===== src/rtl/vp8lf_pkg.sv =====
package vp8lf_pkg;

	// one edge segment: flags and the eight pixels p3..q3
	typedef struct packed {
		logic       is_special_mode;
		logic       is_subblock;
		logic [7:0] pix_p3;
		logic [7:0] pix_p2;
		logic [7:0] pix_p1;
		logic [7:0] pix_p0;
		logic [7:0] pix_q0;
		logic [7:0] pix_q1;
		logic [7:0] pix_q2;
		logic [7:0] pix_q3;
	} in_word_t;

	typedef struct packed {
		logic [7:0] out_p2;
		logic [7:0] out_p1;
		logic [7:0] out_p0;
		logic [7:0] out_q0;
		logic [7:0] out_q1;
		logic [7:0] out_q2;
		logic       applied;
	} out_word_t;

	// configuration register indexes
	typedef enum logic [2:0] {
		CFG_FILTER_TYPE   = 3'd0,
		CFG_BASE_LEVEL    = 3'd1,
		CFG_SHARPNESS     = 3'd2,
		CFG_DELTA_ENABLED = 3'd3,
		CFG_REF_DELTA     = 3'd4,
		CFG_MODE_DELTA    = 3'd5
	} cfg_idx_t;

	localparam int CFG_IDX_W  = 3;
	localparam int CFG_DATA_W = 7;

	// filter operation chosen by the front end
	typedef enum logic [1:0] {
		OP_PASS   = 2'd0,  // pixels unchanged
		OP_COMMON = 2'd1,  // p0/q0 adjust with outer taps
		OP_INNER  = 2'd2,  // subblock filter, low variance: p1..q1
		OP_WIDE   = 2'd3   // macroblock 27/18/9 filter
	} op_t;

	// classified word handed from front to back
	typedef struct packed {
		op_t        op;
		logic [7:0] pix_p2;
		logic [7:0] pix_p1;
		logic [7:0] pix_p0;
		logic [7:0] pix_q0;
		logic [7:0] pix_q1;
		logic [7:0] pix_q2;
	} cls_word_t;

	localparam logic [5:0] LVL_MAX  = 6'd63;
	localparam logic [5:0] LVL_HEV2 = 6'd40;
	localparam logic [5:0] LVL_HEV1 = 6'd15;
	localparam logic [3:0] NB_BASE  = 4'd9;
	localparam logic [7:0] MB_EDGE_EXTRA = 8'd4;
	localparam logic [7:0] PIX_BIAS = 8'h80;

	localparam logic signed [15:0] TAP_WIDE  = 16'sd27;
	localparam logic signed [15:0] TAP_MID   = 16'sd18;
	localparam logic signed [15:0] TAP_NEAR  = 16'sd9;
	localparam logic signed [15:0] TAP_ROUND = 16'sd63;

	function automatic logic [7:0] absd(input logic [7:0] a, input logic [7:0] b);
		return (a > b) ? (a - b) : (b - a);
	endfunction

	// sign extend an 8 bit two's complement value
	function automatic logic signed [15:0] sx8(input logic [7:0] v);
		return $signed({{8{v[7]}}, v});
	endfunction

	// saturate to signed 8 bits
	function automatic logic [7:0] sat8(input logic signed [15:0] v);
		logic [7:0] r;
		if (v < -16'sd128) begin
			r = 8'h80;
		end else if (v > 16'sd127) begin
			r = 8'h7f;
		end else begin
			r = v[7:0];
		end
		return r;
	endfunction

endpackage


===== src/rtl/vp8lf_front.sv =====
module vp8lf_front
	import vp8lf_pkg::*;
(
	input  logic                  clk,
	input  logic                  arst_n,
	input  logic                  cfg_we,
	input  logic [CFG_IDX_W-1:0]  cfg_idx,
	input  logic [CFG_DATA_W-1:0] cfg_wdata,
	input  logic                  push,
	input  in_word_t              item,
	input  logic                  q_full,
	output logic                  q_push,
	output cls_word_t             q_data
);

	logic       filter_type_q;
	logic [5:0] base_level_q;
	logic [2:0] sharpness_q;
	logic       delta_enabled_q;
	logic [6:0] ref_delta_q;
	logic [6:0] mode_delta_q;

	always_ff @(posedge clk or negedge arst_n) begin
		if (!arst_n) begin
			filter_type_q   <= 1'b0;
			base_level_q    <= '0;
			sharpness_q     <= '0;
			delta_enabled_q <= 1'b0;
			ref_delta_q     <= '0;
			mode_delta_q    <= '0;
		end else if (cfg_we) begin
			unique case (cfg_idx_t'(cfg_idx))
				CFG_FILTER_TYPE:   filter_type_q   <= cfg_wdata[0];
				CFG_BASE_LEVEL:    base_level_q    <= cfg_wdata[5:0];
				CFG_SHARPNESS:     sharpness_q     <= cfg_wdata[2:0];
				CFG_DELTA_ENABLED: delta_enabled_q <= cfg_wdata[0];
				CFG_REF_DELTA:     ref_delta_q     <= cfg_wdata;
				CFG_MODE_DELTA:    mode_delta_q    <= cfg_wdata;
				default: ;
			endcase
		end
	end

	logic signed [9:0] lvl_sum;
	logic [5:0] lvl;
	logic [5:0] nb_shift;
	logic [3:0] nb_lim;
	logic [5:0] nb;
	logic [7:0] edge_lim;
	logic [1:0] thr;
	logic [9:0] edge_act;
	logic       edge_ok;
	logic       interior_ok;
	logic       hev;
	logic [7:0] d_p3p2, d_p2p1, d_p1p0, d_q3q2, d_q2q1, d_q1q0, d_p0q0, d_p1q1;
	op_t        op;

	always_comb begin
		// level with deltas, clamped only when deltas apply
		lvl_sum = $signed({4'b0, base_level_q}) + $signed({{3{ref_delta_q[6]}}, ref_delta_q})
			+ (item.is_special_mode ? $signed({{3{mode_delta_q[6]}}, mode_delta_q}) : 10'sd0);
		if (!delta_enabled_q) begin
			lvl = base_level_q;
		end else if (lvl_sum < 10'sd0) begin
			lvl = '0;
		end else if (lvl_sum > $signed({4'b0, LVL_MAX})) begin
			lvl = LVL_MAX;
		end else begin
			lvl = lvl_sum[5:0];
		end

		// neighbor limit from sharpness
		nb_lim = NB_BASE - {1'b0, sharpness_q};
		if (sharpness_q == 3'd0) begin
			nb_shift = lvl;
		end else if (sharpness_q > 3'd4) begin
			nb_shift = lvl >> 2;
		end else begin
			nb_shift = lvl >> 1;
		end
		nb = nb_shift;
		if (sharpness_q != 3'd0 && nb_shift > {2'b0, nb_lim}) begin
			nb = {2'b0, nb_lim};
		end
		if (nb == 6'd0) begin
			nb = 6'd1;
		end

		edge_lim = {1'b0, lvl, 1'b0} + {2'b0, nb} + (item.is_subblock ? 8'd0 : MB_EDGE_EXTRA);

		if (lvl >= LVL_HEV2) begin
			thr = 2'd2;
		end else if (lvl >= LVL_HEV1) begin
			thr = 2'd1;
		end else begin
			thr = 2'd0;
		end

		d_p3p2 = absd(item.pix_p3, item.pix_p2);
		d_p2p1 = absd(item.pix_p2, item.pix_p1);
		d_p1p0 = absd(item.pix_p1, item.pix_p0);
		d_q3q2 = absd(item.pix_q3, item.pix_q2);
		d_q2q1 = absd(item.pix_q2, item.pix_q1);
		d_q1q0 = absd(item.pix_q1, item.pix_q0);
		d_p0q0 = absd(item.pix_p0, item.pix_q0);
		d_p1q1 = absd(item.pix_p1, item.pix_q1);

		edge_act = {1'b0, d_p0q0, 1'b0} + {3'b0, d_p1q1[7:1]};
		edge_ok  = edge_act <= {2'b0, edge_lim};
		interior_ok = (d_p3p2 <= {2'b0, nb}) && (d_p2p1 <= {2'b0, nb})
			&& (d_p1p0 <= {2'b0, nb}) && (d_q3q2 <= {2'b0, nb})
			&& (d_q2q1 <= {2'b0, nb}) && (d_q1q0 <= {2'b0, nb});
		hev = (d_p1p0 > {6'b0, thr}) || (d_q1q0 > {6'b0, thr});

		priority if (lvl == 6'd0 || !edge_ok) begin
			op = OP_PASS;
		end else if (filter_type_q) begin
			op = OP_COMMON;
		end else if (!interior_ok) begin
			op = OP_PASS;
		end else if (hev) begin
			op = OP_COMMON;
		end else if (item.is_subblock) begin
			op = OP_INNER;
		end else begin
			op = OP_WIDE;
		end
	end

	assign q_push = push && !q_full;

	always_comb begin
		q_data.op     = op;
		q_data.pix_p2 = item.pix_p2;
		q_data.pix_p1 = item.pix_p1;
		q_data.pix_p0 = item.pix_p0;
		q_data.pix_q0 = item.pix_q0;
		q_data.pix_q1 = item.pix_q1;
		q_data.pix_q2 = item.pix_q2;
	end

endmodule


===== src/rtl/vp8lf_queue.sv =====
module vp8lf_queue
	import vp8lf_pkg::*;
(
	input  logic      clk,
	input  logic      arst_n,
	input  logic      push,
	input  cls_word_t wdata,
	output logic      full,
	input  logic      pop,
	output cls_word_t rdata,
	output logic      empty
);

	cls_word_t  mem_q [2];
	logic       wr_ptr_q;
	logic       rd_ptr_q;
	logic [1:0] cnt_q;
	logic       do_push;
	logic       do_pop;

	assign full    = cnt_q == 2'd2;
	assign empty   = cnt_q == 2'd0;
	assign do_push = push && !full;
	assign do_pop  = pop && !empty;
	assign rdata   = mem_q[rd_ptr_q];

	always_ff @(posedge clk or negedge arst_n) begin
		if (!arst_n) begin
			wr_ptr_q <= 1'b0;
			rd_ptr_q <= 1'b0;
			cnt_q    <= '0;
		end else begin
			if (do_push) begin
				wr_ptr_q <= !wr_ptr_q;
			end
			if (do_pop) begin
				rd_ptr_q <= !rd_ptr_q;
			end
			cnt_q <= cnt_q + {1'b0, do_push} - {1'b0, do_pop};
		end
	end

	always_ff @(posedge clk) begin
		if (do_push) begin
			mem_q[wr_ptr_q] <= wdata;
		end
	end

endmodule


===== src/rtl/vp8lf_back.sv =====
module vp8lf_back
	import vp8lf_pkg::*;
(
	input  logic      clk,
	input  logic      arst_n,
	input  cls_word_t q_data,
	input  logic      q_empty,
	output logic      q_pop,
	output logic      empty,
	input  logic      pop,
	output out_word_t result
);

	// stage 1: filter value w, then taps and write back into a two word output queue
	logic       valid_s1;
	cls_word_t  cls_s1;
	logic [7:0] w_s1;

	out_word_t  omem_q [2];
	logic       owr_ptr_q;
	logic       ord_ptr_q;
	logic [1:0] ocnt_q;
	logic       o_push;
	logic       o_pop;
	logic       o_blocked;
	logic       s1_ready;

	logic               outer;
	logic [7:0]         hp1, hp0, hq0, hq1;
	logic [7:0]         pq;
	logic signed [15:0] d3;
	logic [7:0]         w_in;

	always_comb begin
		hp1 = q_data.pix_p1 ^ PIX_BIAS;
		hp0 = q_data.pix_p0 ^ PIX_BIAS;
		hq0 = q_data.pix_q0 ^ PIX_BIAS;
		hq1 = q_data.pix_q1 ^ PIX_BIAS;
		outer = q_data.op != OP_INNER;
		pq = sat8(sx8(hp1) - sx8(hq1));
		d3 = 16'sd3 * (sx8(hq0) - sx8(hp0));
		w_in = sat8((outer ? sx8(pq) : 16'sd0) + d3);
	end

	assign o_pop     = pop && !empty;
	assign o_blocked = (ocnt_q == 2'd2) && !o_pop;
	assign s1_ready  = !valid_s1 || !o_blocked;
	assign q_pop     = !q_empty && s1_ready;
	assign o_push    = valid_s1 && !o_blocked;

	always_ff @(posedge clk or negedge arst_n) begin
		if (!arst_n) begin
			valid_s1 <= 1'b0;
		end else if (s1_ready) begin
			valid_s1 <= q_pop;
		end
	end

	always_ff @(posedge clk) begin
		if (q_pop) begin
			cls_s1 <= q_data;
			w_s1   <= w_in;
		end
	end

	logic [7:0]         sp2, sp1, sp0, sq0, sq1, sq2;
	logic signed [15:0] b_t, a2_t, a3_t;
	logic [7:0]         b, a2, a3;
	logic signed [15:0] m27, m18, m9;
	logic [7:0]         t27, t18, t9;
	logic [7:0]         np2, np1, np0, nq0, nq1, nq2;
	out_word_t          o_word;

	always_comb begin
		sp2 = cls_s1.pix_p2 ^ PIX_BIAS;
		sp1 = cls_s1.pix_p1 ^ PIX_BIAS;
		sp0 = cls_s1.pix_p0 ^ PIX_BIAS;
		sq0 = cls_s1.pix_q0 ^ PIX_BIAS;
		sq1 = cls_s1.pix_q1 ^ PIX_BIAS;
		sq2 = cls_s1.pix_q2 ^ PIX_BIAS;

		// common adjustment
		b_t  = sx8(sat8(sx8(w_s1) + 16'sd3)) >>> 3;
		a2_t = sx8(sat8(sx8(w_s1) + 16'sd4)) >>> 3;
		b    = b_t[7:0];
		a2   = a2_t[7:0];
		a3_t = (sx8(a2) + 16'sd1) >>> 1;
		a3   = a3_t[7:0];

		// macroblock taps
		m27 = (TAP_WIDE * sx8(w_s1) + TAP_ROUND) >>> 7;
		m18 = (TAP_MID * sx8(w_s1) + TAP_ROUND) >>> 7;
		m9  = (TAP_NEAR * sx8(w_s1) + TAP_ROUND) >>> 7;
		t27 = sat8(m27);
		t18 = sat8(m18);
		t9  = sat8(m9);

		np2 = sp2;
		np1 = sp1;
		np0 = sp0;
		nq0 = sq0;
		nq1 = sq1;
		nq2 = sq2;
		unique case (cls_s1.op)
			OP_PASS: ;
			OP_COMMON: begin
				np0 = sat8(sx8(sp0) + sx8(b));
				nq0 = sat8(sx8(sq0) - sx8(a2));
			end
			OP_INNER: begin
				np0 = sat8(sx8(sp0) + sx8(b));
				nq0 = sat8(sx8(sq0) - sx8(a2));
				np1 = sat8(sx8(sp1) + sx8(a3));
				nq1 = sat8(sx8(sq1) - sx8(a3));
			end
			OP_WIDE: begin
				np0 = sat8(sx8(sp0) + sx8(t27));
				nq0 = sat8(sx8(sq0) - sx8(t27));
				np1 = sat8(sx8(sp1) + sx8(t18));
				nq1 = sat8(sx8(sq1) - sx8(t18));
				np2 = sat8(sx8(sp2) + sx8(t9));
				nq2 = sat8(sx8(sq2) - sx8(t9));
			end
			default: ;
		endcase

		o_word.out_p2  = np2 ^ PIX_BIAS;
		o_word.out_p1  = np1 ^ PIX_BIAS;
		o_word.out_p0  = np0 ^ PIX_BIAS;
		o_word.out_q0  = nq0 ^ PIX_BIAS;
		o_word.out_q1  = nq1 ^ PIX_BIAS;
		o_word.out_q2  = nq2 ^ PIX_BIAS;
		o_word.applied = cls_s1.op != OP_PASS;
	end

	assign empty  = ocnt_q == 2'd0;
	assign result = omem_q[ord_ptr_q];

	always_ff @(posedge clk or negedge arst_n) begin
		if (!arst_n) begin
			owr_ptr_q <= 1'b0;
			ord_ptr_q <= 1'b0;
			ocnt_q    <= '0;
		end else begin
			if (o_push) begin
				owr_ptr_q <= !owr_ptr_q;
			end
			if (o_pop) begin
				ord_ptr_q <= !ord_ptr_q;
			end
			ocnt_q <= ocnt_q + {1'b0, o_push} - {1'b0, o_pop};
		end
	end

	always_ff @(posedge clk) begin
		if (o_push) begin
			omem_q[owr_ptr_q] <= o_word;
		end
	end

endmodule


===== src/rtl/vp8_loop_filter_edge_core.sv =====
// vp8 loop filter for one edge segment: push a word of eight pixels p3..q3 with its
// edge flags, pop a word with the filtered p2..q2 and an applied flag. one word is
// taken and one delivered every clock cycle when both sides keep moving; a word is
// classified combinationally as it is written into the front queue, then passes
// through the filter value register into the output queue, which the result port
// reads. classifying is combinational and the filter datapath is pipelined, so each
// takes a new word while the last moves on. full rises only when the two word front
// queue and the two word output queue are both backed up. configuration registers
// are written through cfg_we/cfg_idx/cfg_wdata and must only change while the block
// holds no words.
module vp8_loop_filter_edge_core
	import vp8lf_pkg::*;
(
	input  logic                  clk,
	input  logic                  arst_n,
	// input queue side
	input  logic                  push,
	output logic                  full,
	input  in_word_t              item,
	// result queue side
	output logic                  empty,
	input  logic                  pop,
	output out_word_t             result,
	// configuration writes
	input  logic                  cfg_we,
	input  logic [CFG_IDX_W-1:0]  cfg_idx,
	input  logic [CFG_DATA_W-1:0] cfg_wdata
);

	// front to queue
	logic      f_push;
	cls_word_t f_data;
	// queue to back
	logic      q_full;
	logic      q_empty;
	logic      q_pop;
	cls_word_t q_data;

	// the input side is full when the front queue is
	assign full = q_full;

	// level, limits and filter choice worked out as the word is accepted
	vp8lf_front u_front (
		.clk       (clk),
		.arst_n    (arst_n),
		.cfg_we    (cfg_we),
		.cfg_idx   (cfg_idx),
		.cfg_wdata (cfg_wdata),
		.push      (push),
		.item      (item),
		.q_full    (q_full),
		.q_push    (f_push),
		.q_data    (f_data)
	);

	// short queue that lets the back end stall without losing the front
	vp8lf_queue u_queue (
		.clk    (clk),
		.arst_n (arst_n),
		.push   (f_push),
		.wdata  (f_data),
		.full   (q_full),
		.pop    (q_pop),
		.rdata  (q_data),
		.empty  (q_empty)
	);

	// pixel arithmetic and the output queue
	vp8lf_back u_back (
		.clk     (clk),
		.arst_n  (arst_n),
		.q_data  (q_data),
		.q_empty (q_empty),
		.q_pop   (q_pop),
		.empty   (empty),
		.pop     (pop),
		.result  (result)
	);

endmodule


===== config.mk =====
export PLATFORM = sky130hd
export DESIGN_NAME = vp8_loop_filter_edge_core
export DESIGN_NICKNAME = d
export VERILOG_FILES = /design/src/rtl/vp8lf_pkg.sv /design/src/rtl/vp8lf_front.sv /design/src/rtl/vp8lf_queue.sv /design/src/rtl/vp8lf_back.sv /design/src/rtl/vp8_loop_filter_edge_core.sv
export SDC_FILE = /design/constraint.sdc
export NUM_CORES = 1
export LEC_CHECK = 0
export BUFFER_PORTS_ARGS = -buffer_cell sky130_fd_sc_hd__buf_2
export CAP_MARGIN = 20
export CORE_ASPECT_RATIO = 1.4
export CORE_MARGIN = 1.5
export CORE_UTILIZATION = 30
export CTS_BUF_LIST = sky130_fd_sc_hd__clkbuf_2 sky130_fd_sc_hd__clkbuf_4 sky130_fd_sc_hd__clkbuf_8
export CTS_CLUSTER_SIZE = 8
export DETAILED_ROUTE_END_ITERATION = 7
export PLACE_DENSITY = 0.57
export SETUP_SLACK_MARGIN = 0.02
export SLEW_MARGIN = 30
export SYNTH_ARGS = -nofsm -noshare
export SYNTH_HDL_FRONTEND = slang
export SYNTH_SLANG_ARGS = --single-unit

===== constraint.sdc =====
create_clock -name clk -period 7.65 [get_ports clk]
set_clock_uncertainty 0.2 [all_clocks]
set_input_delay 0.765 -clock clk [delete_from_list [all_inputs] [get_ports clk]]
set_output_delay 0.765 -clock clk [all_outputs]
set_load 0.03 [all_outputs]

### Word level (Yosys, flattened, before mapping)

Memory sizes are Yosys's and may differ from the RTL's.
Cells that the tools add are included.

| word-level totals | value |
|---|---|
| bits in writable memories | 198 |
| flip-flop bits (word level) | 92 |
| input port bits | 81 |
| memories kept | 2 |

Memories:

| memory | words | width | read ports | clocked after Yosys merged registers in | write ports | RTL line | source |
|---|---|---|---|---|---|---|---|
| u_queue.mem_q | 2 | 50 | 1 | 0 | 1 | vp8lf_queue.sv:14 | `cls_word_t mem_q [2];` |
| u_back.omem_q | 2 | 49 | 1 | 0 | 1 | vp8lf_back.sv:19 | `out_word_t omem_q [2];` |

| cells by class | value |
|---|---|
| add/sub/neg operators | 45 |
| $mul | 4 |
| order comparisons | 57 |
| reduce and logical (&&, ||, !) cells | 42 |
| eq/ne operators | 11 |
| muxes and demuxes | 68 |
| bitwise gates (word level) | 16 |

Operators by type and width:

| operator | count |
|---|---|
| 2-to-1 mux 8 bit | 43 |
| greater-than comparator 16 x 8 -> 1 bit (second input constant) | 14 |
| less-than comparator 16 x 8 -> 1 bit (second input constant) | 14 |
| subtractor 8 bit | 16 |
| greater-than comparator 8 bit | 8 |
| case mux 8 bit (2 select lines) | 4 |
| less-or-equal comparator 8 x 6 -> 1 bit | 6 |
| subtractor 8 x 8 -> 9 bit | 5 |
| 2-to-1 mux 6 bit | 6 |
| adder 14 x 7 -> 15 bit (second input constant) | 2 |
| adder 8 x 8 -> 9 bit | 3 |
| greater-than comparator 9 x 8 -> 1 bit (second input constant) | 3 |
| less-than comparator 9 x 8 -> 1 bit (second input constant) | 3 |
| multiplier 5 x 8 -> 13 bit (first input constant) | 2 |
| adder 8 x 5 -> 9 bit | 2 |
| subtractor 8 x 5 -> 9 bit | 2 |
| adder 16 bit | 1 |
| greater-than comparator 8 x 2 -> 1 bit | 2 |
| multiplier 3 x 16 -> 16 bit (first input constant) | 1 |
| 2-to-1 mux 16 bit | 1 |
| NOT 1 bit | 16 |
| adder 13 x 7 -> 14 bit (second input constant) | 1 |
| multiplier 6 x 8 -> 14 bit (first input constant) | 1 |
| logical AND 1 bit | 13 |
| 38 further kinds | 74 |

### Depth between registers and ports, before layout

Gate-level depths: netlist of run 1.

| depth | value |
|---|---|
| depth in word-level cells | 22 |
| depth in mapped cells | 43 |
| gate-level depth less buffers | 42 |

### Cells and area by module

A second synthesis of run 1 with hierarchy kept.

| second synthesis, totals | value |
|---|---|
| cell total of the unflattened synthesis | 2772 |
| area total of the unflattened synthesis | 27772.9 sq um |

By module, submodules not included:

| module | cells an instance | area each (sq um) | instances |
|---|---|---|---|
| vp8lf_back | 1449 | 14522.7 | 1 |
| vp8lf_front | 1149 | 9188.8 | 1 |
| vp8lf_queue | 174 | 4061.4 | 1 |

### Worst setup path before layout of run 1

Ideal clock, no wire load.

| path | value |
|---|---|
| path kind | reg-to-reg |
| start point | register u_front.base_level_q[0] |
| end point | memory u_queue.mem_q[0][48] (netlist name) (data pin) |
| buffers on the path | 1 |
| required time | 7274 ps |
| path slack | -579 ps |
| cell stages (with the launch flop) | 37 |
| data arrival time | 7853 ps |
| period minus slack after synthesis | 8229 ps |
| setup time | 176 ps |
| cell sequence | dfrtp_1 ha_1 inv_1 fa_1 inv_1 a21o_1 a21oi_1 o21bai_1 a21oi_1 xnor2_1 ha_1 o41ai_1 a2bb2oi_1 or3_1 clkbuf_1 a21boi_0 a21oi_1 ha_1 nor2b_1 o21ai_0 nand2b_1 a21oi_1 a41o_1 o21ai_1 a211oi_1 a21oi_1 o31ai_1 ha_1 inv_1 a21oi_1 nor2_1 a2111oi_0 o22ai_1 or4_1 or4_1 or4_4 a221oi_2 |

RTL lines:

| what | RTL line | source |
|---|---|---|
| start, declared | vp8lf_front.sv:17 | `logic [5:0] base_level_q;` |
| start signal, assigned | vp8lf_front.sv:34 | `CFG_BASE_LEVEL: base_level_q <= cfg_wdata[5:0];` |
| end, declared | vp8lf_queue.sv:14 |  |

==> results of run 1 <==
## sequential cells by signal, summed over array words and instances, names as in the netlist
register,count
u_queue.rd_ptr_q,1
u_back.omem_q,98
u_queue.cnt_q,2
u_front.ref_delta_q,7
u_back.cls_s1,50
u_front.base_level_q,6
u_queue.mem_q,100
u_front.sharpness_q,3
u_front.delta_enabled_q,1
u_back.owr_ptr_q,1
u_front.mode_delta_q,7
u_front.filter_type_q,1
u_queue.wr_ptr_q,1
u_back.ord_ptr_q,1
u_back.valid_s1,1
u_back.ocnt_q,2
u_back.w_s1,8
## cells in the final DEF (no fill, tap or decap), drive strengths merged, types with 28 or more instances in the layout
cell type,instances
ha,401
inv,365
edfxtp,256
buf,237
o21ai,185
a21oi,161
nor2,127
nand2,126
mux2,122
xnor2,108
clkbuf,64
fa,62
mux2i,56
a21o,55
xor2,54
nand3,51
nor2b,43
dfrtp,34
nor3,30
o21a,28
nand2b,28
## final cells by class
class                           count  area, um^2  area share [%]
Antenna cell                        4        10.0          0.0330
Clock buffer                       64         806            2.65
Clock inverter                     23         225           0.742
Inverter                          363        1360            4.49
Multi-Input combinational cell   1937       16500            54.2
Sequential cell                   290        8540            28.1
Tap cell                         1170        1460            4.82
Timing Repair Buffer              238        1490            4.91
## metrics by stage
step | setup TNS, ns | instances | area, um^2 | util [%] | worst slack (ns)
4_1_cts | -0.192 | 4081 | 30200 | 34.8 | -0.0492
2_1_floorplan | 0 | 2630 | 26300 | - | 0.0351
3_3_place_gp | -1.58 | 3975 | 28900 | 33.3 | -0.405
6_report | -0.657 | 4089 | 30400 | 35.0 | -0.183
3_5_place_dp | -1.84 | 3975 | 28900 | 33.3 | -0.462
5_1_grt | -2.11 | 4087 | 30400 | 35.0 | -0.549
## what timing repair did
action,in CTS,in global routing
hold buffers,0,1
resized for setup,40,18
pin swaps,25,7
setup endpoints to repair,4,4
buffers inserted,19,4
hold endpoints to repair,0,34
## worst max-delay path, delay by kind of cell (launching register included)
kind	cells	cell delay (ns)
buffers and inverters	3	0.23
xor gates and xnor gates	1	0.14
and+or+nand+nor	9	2.64
muxes	1	0.29
adders and majority gates	5	1.27
AOI/OAI and AO/OA	15	2.51
DFF	1	0.38
## worst max-delay path by stage
stage	from	to	depth (start not counted)
2_1_floorplan	u_front.base_level_q[0]$_DFFE_PN0P_	u_queue.mem_q[0][48]$_DFFE_PP_	36
6_report	u_front.ref_delta_q[0]$_DFFE_PN0P_	u_queue.mem_q[0][48]$_DFFE_PP_	34
5_1_grt	u_front.ref_delta_q[0]$_DFFE_PN0P_	u_queue.mem_q[1][48]$_DFFE_PP_	37
4_1_cts	u_front.ref_delta_q[0]$_DFFE_PN0P_	u_queue.mem_q[1][48]$_DFFE_PP_	40
3_5_place_dp	u_front.ref_delta_q[0]$_DFFE_PN0P_	u_queue.mem_q[0][48]$_DFFE_PP_	33
3_3_place_gp	u_front.ref_delta_q[0]$_DFFE_PN0P_	u_queue.mem_q[0][48]$_DFFE_PP_	35
## layer usage
metal | vias up | part of all wire [%] | global-route usage, % | wire, um
li1 | 9896 | - | - | -
met1 | 9413 | 40 | 17.3 | 27800
met2 | 351 | 53 | 29.3 | 36300
met3 | 127 | 3.7 | 2.10 | 2530
met4 | 6 | 3.3 | 4.91 | 2270
met5 | - | 0.059 | 0 | 41
## kinds of logic (layout without fill, tap and decap cells)
group                      after synthesis  in the layout  share of synthesized area (%)
AOI/OAI and AO/OA                      624            624                           15.1
and+or+nand+nor                        502            502                           9.36
adders and majority gates              471            471                           24.2
buffers and inverters                  403            688                           5.94
DFF                                    290            290                           32.6
muxes                                  178            178                           7.40
xor gates and xnor gates               162            162                           5.41
other                                    0              4                              0
==> flow_metrics.tcl, run 1 <==
set metrics [dict create \
    first_pass_iters 5 \
    ant_nets 0 \
    grt_pass1_wl_mm 108 \
    avgSynthCellArea_um2 9.96 \
    ios 132 \
    path_max_fanout 6 \
    cp_slowest_cell "or4_1" \
    nets 3426 \
    num_rows 128 \
    die_height_um 353 \
    rsz0062_at_grt "yes" \
    async_reset_ff_share_pct 11.7 \
    vias 19800 \
    min_period_ns 7.83 \
    clock-root-buffer "clkbuf_8" \
    hold_depth 1 \
    gp_congestion 0.884 \
    setup_viol 4 \
    netlist_top_cells_count "401 x ha_1, 363 x inv_1, 256 x edfxtp_1" \
    fillers 8937 \
    overflow 0 \
    crit_path_end_kind "register" \
    totalWireLength_mm 69.0 \
    start_kind "register" \
    cts_tree "done" \
    coreArea_um2 86800 \
    timing.rr.end "u_queue.mem_q[0][48]$_DFFE_PP_" \
    holdPathEnd "u_queue.mem_q[0][23]$_DFFE_PP_" \
    yosys.cell_count.top_type "ha_1" \
    grt_pass1_vias 20000 \
    start_util_pct 30.2 \
    cts_buffers 52 \
    avgViaCountPerCell 4.84 \
    ys_types 84 \
    port-buffer-count 131 \
    clock_sinks 290 \
    final.period_utilization_pct 102 \
    slew_violations 0 \
    die_area_um2 89200 \
    clockBufferDepth 3 \
    grt_util_all_layers_pct 15.4 \
    reg2regPathDepth 34 \
    holdWs_ns 0.171 \
    syn_nets 3174 \
    path_clk_slew_ns 0.06 \
    syn-cell-area_um2 26200 \
    relSlewSlack_pct 37.3 \
    yosysTopAreaCellShare_pct 29.3 \
    violations "negative setup slack" \
    drive_gt1_share_pct 17.7 \
    synthToLayoutAreaGrowth_pct 15.9 \
    synth-seq-cells 290 \
    hpwlAfterDp_mm 56.0 \
    initialDrtViolationCount 752 \
    syn_inst 2630 \
    synth.area.top_cells "edfxtp_1 29%, ha_1 19%, inv_1 5.2%, mux2_2 5.2%, fa_1 4.7%" \
    worst_slew_pin_slew_ns 0.939 \
    cp_slowest_stage_delay_ns 0.50 \
    hold_class "in -> reg" \
    grt_start_max_net_pins 61 \
    fmax_mhz 128 \
    synth_edf_count 256 \
    antenna_found_initial 14 \
    die_w_um 253 \
    drv_cap 0 \
    ys.warnings.count 0 \
    wl_per_cell_um 16.9 \
    route.detailed.drc 0 \
    cp.required_ns 7.88 \
    cts-htree-levels 2 \
    critical_path_arrival_ns 8.06 \
    ys.flop_type "edfxtp_1" \
    rrSetupSlack_ns -0.18 \
    regToRegStartpoint "u_front.ref_delta_q[0]$_DFFE_PN0P_" \
    min_from "item[31]" \
    clock_latency_ns 0.64 \
    yosysTopAreaCell "edfxtp_1" \
    status "finished, violations left" \
    ys_seq_area_share_pct 32.6 \
    worst-setup-path-type "reg -> reg" \
    setup_ws_ns -0.183 \
    finalHoldViolations 0 \
]
Power of run 1 is not shown: default switching activity piles up to over one toggle a cycle in this logic, so the estimate is an artifact.
==> inputs of run 2 (changes only) <==
Settings changed: HOLD_SLACK_MARGIN set to 0.02, SYNTH_HIERARCHICAL set to 1.
==> run 2 against run 1 <==
- the run now ends clean
- first-iteration DRC count increased by 59%
- final cell count up 1.6%
- core utilization decreased by 1.1 points
- maximum frequency increased by 7.0%
- setup slack better by 0.51 ns
- via count grew 6.0%
- global-route usage up 0.53 points
- count of clock-buffer cells in the layout fell by 2
- critical path type unchanged
- highest routed layer unchanged
==> flow_metrics.tcl, run 2 <==
set metrics [dict create \
    relSlewSlack_pct 36.1 \
    overflow 0 \
    syn_inst 2772 \
    hold_class "in -> reg" \
    start_util_pct 30.4 \
    path_clk_slew_ns 0.06 \
    hold_depth 3 \
    cp.required_ns 7.93 \
    slew_violations 0 \
    route.detailed.drc 0 \
    timing.rr.end "u_queue/mem_q[1][49]$_DFFE_PP_" \
    critical_path_arrival_ns 7.61 \
    rrSetupSlack_ns 0.33 \
    synthToLayoutAreaGrowth_pct 11.5 \
    crit_path_end_kind "register" \
    regToRegStartpoint "u_front/base_level_q[1]$_DFFE_PN0P_" \
    grt_pass1_wl_mm 117 \
    grt_pass1_vias 21200 \
    min_period_ns 7.32 \
    cts_tree "done" \
    ys.warnings.count 6 \
    path_common_cell "o21a_1" \
    ys.flop_type "edfxtp_1" \
    ys_seq_area_share_pct 30.7 \
    die_w_um 260 \
    synth.area.top_cells "edfxtp_1 28%, ha_1 18%, fa_1 4.8%, inv_1 4.2%, mux2_2 3.2%" \
    gp_congestion 0.924 \
    hpwlAfterDp_mm 62.0 \
    async_reset_ff_share_pct 11.7 \
    clockBufferDepth 3 \
    fmax_mhz 137 \
    netlist_top_cells_count "397 x ha_1, 314 x inv_1, 256 x edfxtp_1" \
    yosys.cell_count.top_type "ha_1" \
    nets 3463 \
    cp_slowest_cell "fa_1" \
    drv_cap 0 \
    fillers 9431 \
    final.period_utilization_pct 95.7 \
    initialDrtViolationCount 1199 \
    clock_latency_ns 0.67 \
    first_pass_iters 5 \
    reg2regPathDepth 36 \
    totalWireLength_mm 75.5 \
    syn_nets 3316 \
    regMostFlops "u_queue/mem_q" \
    cts-htree-levels 2 \
    ant_nets 0 \
    worst-setup-path-type "reg -> reg" \
    ys_types 96 \
    largest_reg_flops 100 \
    coreArea_um2 91500 \
    wl_per_cell_um 18.2 \
    min_from "cfg_wdata[6]" \
    layout_commonest_cell "ha_1" \
    crit_end "u_queue/mem_q[1][49]$_DFFE_PP_" \
    finalHoldViolations 0 \
    antenna_found_initial 7 \
    final_cell_mix "394 x ha_1, 311 x inv_1, 256 x edfxtp_1, 164 x a21oi_1, 136 x nand2_1" \
    grt_util_all_layers_pct 15.9 \
    avgSynthCellArea_um2 10.0 \
    holdWs_ns 0.119 \
    syn-cell-area_um2 27800 \
    port-buffer-count 131 \
    num_rows 131 \
    die_area_um2 94400 \
    synth_edf_count 256 \
    yosysTopAreaCell "edfxtp_1" \
    startpoint "u_front/base_level_q[1]$_DFFE_PN0P_" \
    path_max_fanout 5 \
    start_kind "register" \
    synth-seq-cells 290 \
    yosysTopAreaCellShare_pct 27.7 \
    status "finished, final reports clean" \
    reg_top3 "u_queue/mem_q (100), u_back/omem_q (98), u_back/cls_s1 (50)" \
    die_height_um 363 \
    cp_slowest_stage_delay_ns 0.52 \
    clock_sinks 290 \
    ios 132 \
    setup_viol 0 \
    drive_gt1_share_pct 15.8 \
    cts_buffers 51 \
    avgViaCountPerCell 5.05 \
    grt_start_max_net_pins 60 \
    worst_slew_pin_slew_ns 0.949 \
    vias 21000 \
    clock-root-buffer "clkbuf_8" \
]
-- run 2: layer usage --
layer	wire length, um	GRT usage (%)
met3	2460	1.89
met2	39100	29.7
met5	34	0
met4	3880	7.65
met1	30100	17.7
-- run 2: stage by stage --
step	cells	setup slack, ns	cell area, um^2	TNS, ns	utilization (%)
after floorplan	2772	0.300	27800	0	-
after global placement	4053	-0.183	29700	-0.695	32.5
after detailed placement	4053	-0.237	29700	-0.910	32.5
after CTS	4142	0.301	30800	0	33.6
after global routing	4153	-0.0667	31000	-0.133	33.9
final	4153	0.327	31000	0	33.9
-- run 2: cells by family (layout without fill, tap and decap cells) --
kind of cell / after synthesis / count (layout) / share of synthesized area, %
DFF: 290 / 290 / 30.7
adders and majority gates: 467 / 467 / 22.8
muxes: 167 / 167 / 7.26
and+or+nand+nor: 593 / 593 / 11.1
buffers and inverters: 411 / 593 / 6.61
xor gates and xnor gates: 154 / 154 / 4.86
AOI/OAI and AO/OA: 690 / 690 / 16.7
other: 0 / 2 / 0
-- run 2: final cells by class --
class                      instances  area (um^2)  area share, %
inverter                         315         1180           3.82
timing repair buffer             190         1120           3.62
clock inverter                    26          278          0.897
antenna                            2         5.00         0.0162
tap                             1197         1500           4.84
clock buffer                      62          785           2.53
sequential                       290         8540           27.6
multi-input combinational       2071        17600           56.7
-- run 2: critical path, delay by kind of cell (launching register included) --
kind	cells	cell delay, ns
AOI/OAI and AO/OA	15	2.08
adders and majority gates	8	2.70
muxes	1	0.34
DFF	1	0.34
buffers and inverters	7	0.70
and+or+nand+nor	5	0.76
-- run 2: timing repair --
| action | CTS | global route |
|---|---|---|
| hold buffers | 1 | 0 |
| setup buffers | 0 | 8 |
| setup endpoints to repair | 0 | 4 |
| endpoints found under the hold margin | 34 | 0 |
| gates resized for setup | 0 | 28 |
-- run 2: how the worst min path moves through the flow --
stage	to	slack (ns)
final	u_front/ref_delta_q[6]$_DFFE_PN0P_	0.12
after global routing	u_front/ref_delta_q[6]$_DFFE_PN0P_	0.09
after CTS	u_front/ref_delta_q[6]$_DFFE_PN0P_	0.05
after detailed placement	u_back/ord_ptr_q$_DFFE_PN0P_	0.25
after global placement	u_back/ord_ptr_q$_DFFE_PN0P_	0.25
after floorplan	u_back/ocnt_q[1]$_DFF_PN0_	0.26
Power of run 2 is left out for the same reason.
==> inputs of run 3 (changes only) <==
Settings changed: PLACE_DENSITY 0.57 to unset, PLACE_DENSITY_LB_ADDON set to 0.08.
==> run 3 against run 2 <==
- sequential share of layout area fell by 0.083 points
- wire length increased by 9.5%
- core utilization increased by 0.092 points
- count of clock-buffer cells in the layout is 14 higher
- hold slack improved by 0.031 ns
- sequential cell count unchanged
- final cell count grew 0.22%
==> flow_metrics.tcl, run 3 (synthesis results as in run 2) <==
set metrics [dict create \
    status "finished, final reports clean" \
    grt_pass1_vias 21900 \
    timing.rr.end "u_queue/mem_q[0][49]$_DFFE_PP_" \
    clock_sinks 290 \
    finalInstanceArea_um2 31100 \
    crit_path_end_kind "register" \
    cp.required_ns 7.93 \
    path_clk_slew_ns 0.06 \
    die_w_um 260 \
    layoutNonFillerInstCount 4162 \
    drive_gt1_share_pct 16.2 \
    coreArea_um2 91500 \
    ios 132 \
    crit_end "u_queue/mem_q[0][49]$_DFFE_PP_" \
    dp_cells 4060 \
    cp_slowest_cell "fa_2" \
    fmax_mhz 137 \
    grt_start_max_net_pins 60 \
    num_rows 131 \
    path_max_fanout 6 \
    largest_reg_flops 100 \
    regMostFlops "u_queue/mem_q" \
    route.detailed.drc 0 \
    worst_slew_pin_slew_ns 0.939 \
    clockBufferDepth 3 \
    die_height_um 363 \
    clock-root-buffer "clkbuf_8" \
    grt_util_all_layers_pct 17.3 \
    fin_util_pct 34.0 \
    gp_congestion 0.876 \
    finalHoldViolations 0 \
    final.period_utilization_pct 95.7 \
    die_area_um2 94400 \
    hpwlAfterDp_mm 68.1 \
    vias 21100 \
    min_period_ns 7.32 \
    fillers 9362 \
    regToRegStartpoint "u_front/mode_delta_q[1]$_DFFE_PN0P_" \
    initialDrtViolationCount 771 \
    drv_cap 0 \
    critical_path_arrival_ns 7.60 \
    relSlewSlack_pct 36.5 \
    clock_latency_ns 0.65 \
    worst-setup-path-type "reg -> reg" \
    setup_ws_ns 0.328 \
    path_common_cell "o21a_1" \
    layout_commonest_cell "ha_1" \
    first_pass_iters 7 \
    start_util_pct 30.4 \
    setup_viol 0 \
    totalWireLength_mm 82.7 \
    overflow 0 \
    slew_violations 0 \
    startpoint "u_front/mode_delta_q[1]$_DFFE_PN0P_" \
    cts-htree-levels 2 \
    start_kind "register" \
    rrSetupSlack_ns 0.33 \
    reg_top3 "u_queue/mem_q (100), u_back/omem_q (98), u_back/cls_s1 (50)" \
    place_area_um2 29700 \
    grt_pass1_wl_mm 126 \
    ant_nets 0 \
    nets 3466 \
    hold_class "in -> reg" \
    wl_per_cell_um 19.9 \
    reg2regPathDepth 36 \
    synthToLayoutAreaGrowth_pct 11.8 \
    cp_slowest_stage_delay_ns 0.54 \
    rsz0062_at_grt "no" \
    preCtsSetupSlack_ns -0.384 \
    port-buffer-count 131 \
    cts_tree "done" \
    antenna_found_initial 5 \
    final_cell_mix "393 x ha_1, 312 x inv_1, 256 x edfxtp_1, 164 x a21oi_1, 135 x nand2_1" \
    avgViaCountPerCell 5.07 \
    cts_buffers 51 \
]
[run 3: worst max-delay path: cells and delay by family, from the launching register on]
| family | cells | cell delay, ns |
|---|---|---|
| adders and majority gates | 8 | 2.62 |
| AOI/OAI and AO/OA | 15 | 2.11 |
| and+or+nand+nor | 6 | 0.81 |
| buffers and inverters | 6 | 0.72 |
| DFF | 1 | 0.38 |
| muxes | 1 | 0.32 |
[run 3: metrics by stage]
stage / hold WS (ns) / TNS [ns]
finish: 0.150 / 0
CTS: 0.0693 / 0
detailed placement: 0.284 / -1.52
floorplan: 0.260 / 0
global placement: 0.277 / -1.26
global route: 0.109 / 0
[run 3: metal layers]
layer  GRT usage (%)  vias up  share of wire [%]
met5               0        -              0.041
met2            32.7      370                 52
met4            9.58        6                5.8
li1                -    10400                  -
met1            18.7    10200                 39
met3            1.77      159                2.5
[run 3: what timing repair did]
| item | 4_1_cts | 5_1_grt |
|---|---|---|
| resized for setup | 0 | 36 |
| setup buffers | 0 | 5 |
| hold buffers | 1 | 0 |
| setup endpoints to repair | 0 | 4 |
| endpoints found under the hold margin | 34 | 0 |
[run 3: how the worst min path moves through the flow]
stage | slack [ns] | endpoint | start | depth (start not counted)
6_report | 0.15 | u_queue/mem_q[1][23]$_DFFE_PP_ | item[31] | 1
3_5_place_dp | 0.28 | u_back/ocnt_q[1]$_DFF_PN0_ | u_back/ocnt_q[1]$_DFF_PN0_ | 1
3_3_place_gp | 0.28 | u_back/ocnt_q[1]$_DFF_PN0_ | u_back/ocnt_q[1]$_DFF_PN0_ | 1
5_1_grt | 0.11 | u_queue/mem_q[0][23]$_DFFE_PP_ | item[31] | 1
4_1_cts | 0.07 | u_queue/mem_q[0][23]$_DFFE_PP_ | item[31] | 1
2_1_floorplan | 0.26 | u_back/ocnt_q[1]$_DFF_PN0_ | u_back/ocnt_q[1]$_DFF_PN0_ | 1
[run 3: final cells by class]
type / instances / area (um^2) / share of cell area [%]
diodes: 2 / 5.00 / 0.0161
clock buffers: 76 / 908 / 2.93
clock inverters: 18 / 199 / 0.641
inverters: 315 / 1180 / 3.81
multi-input cells: 2071 / 17600 / 56.7
flip-flops and latches: 290 / 8540 / 27.5
well taps: 1197 / 1500 / 4.82
repair buffers: 193 / 1130 / 3.63
Power of run 3 is left out for the same reason.
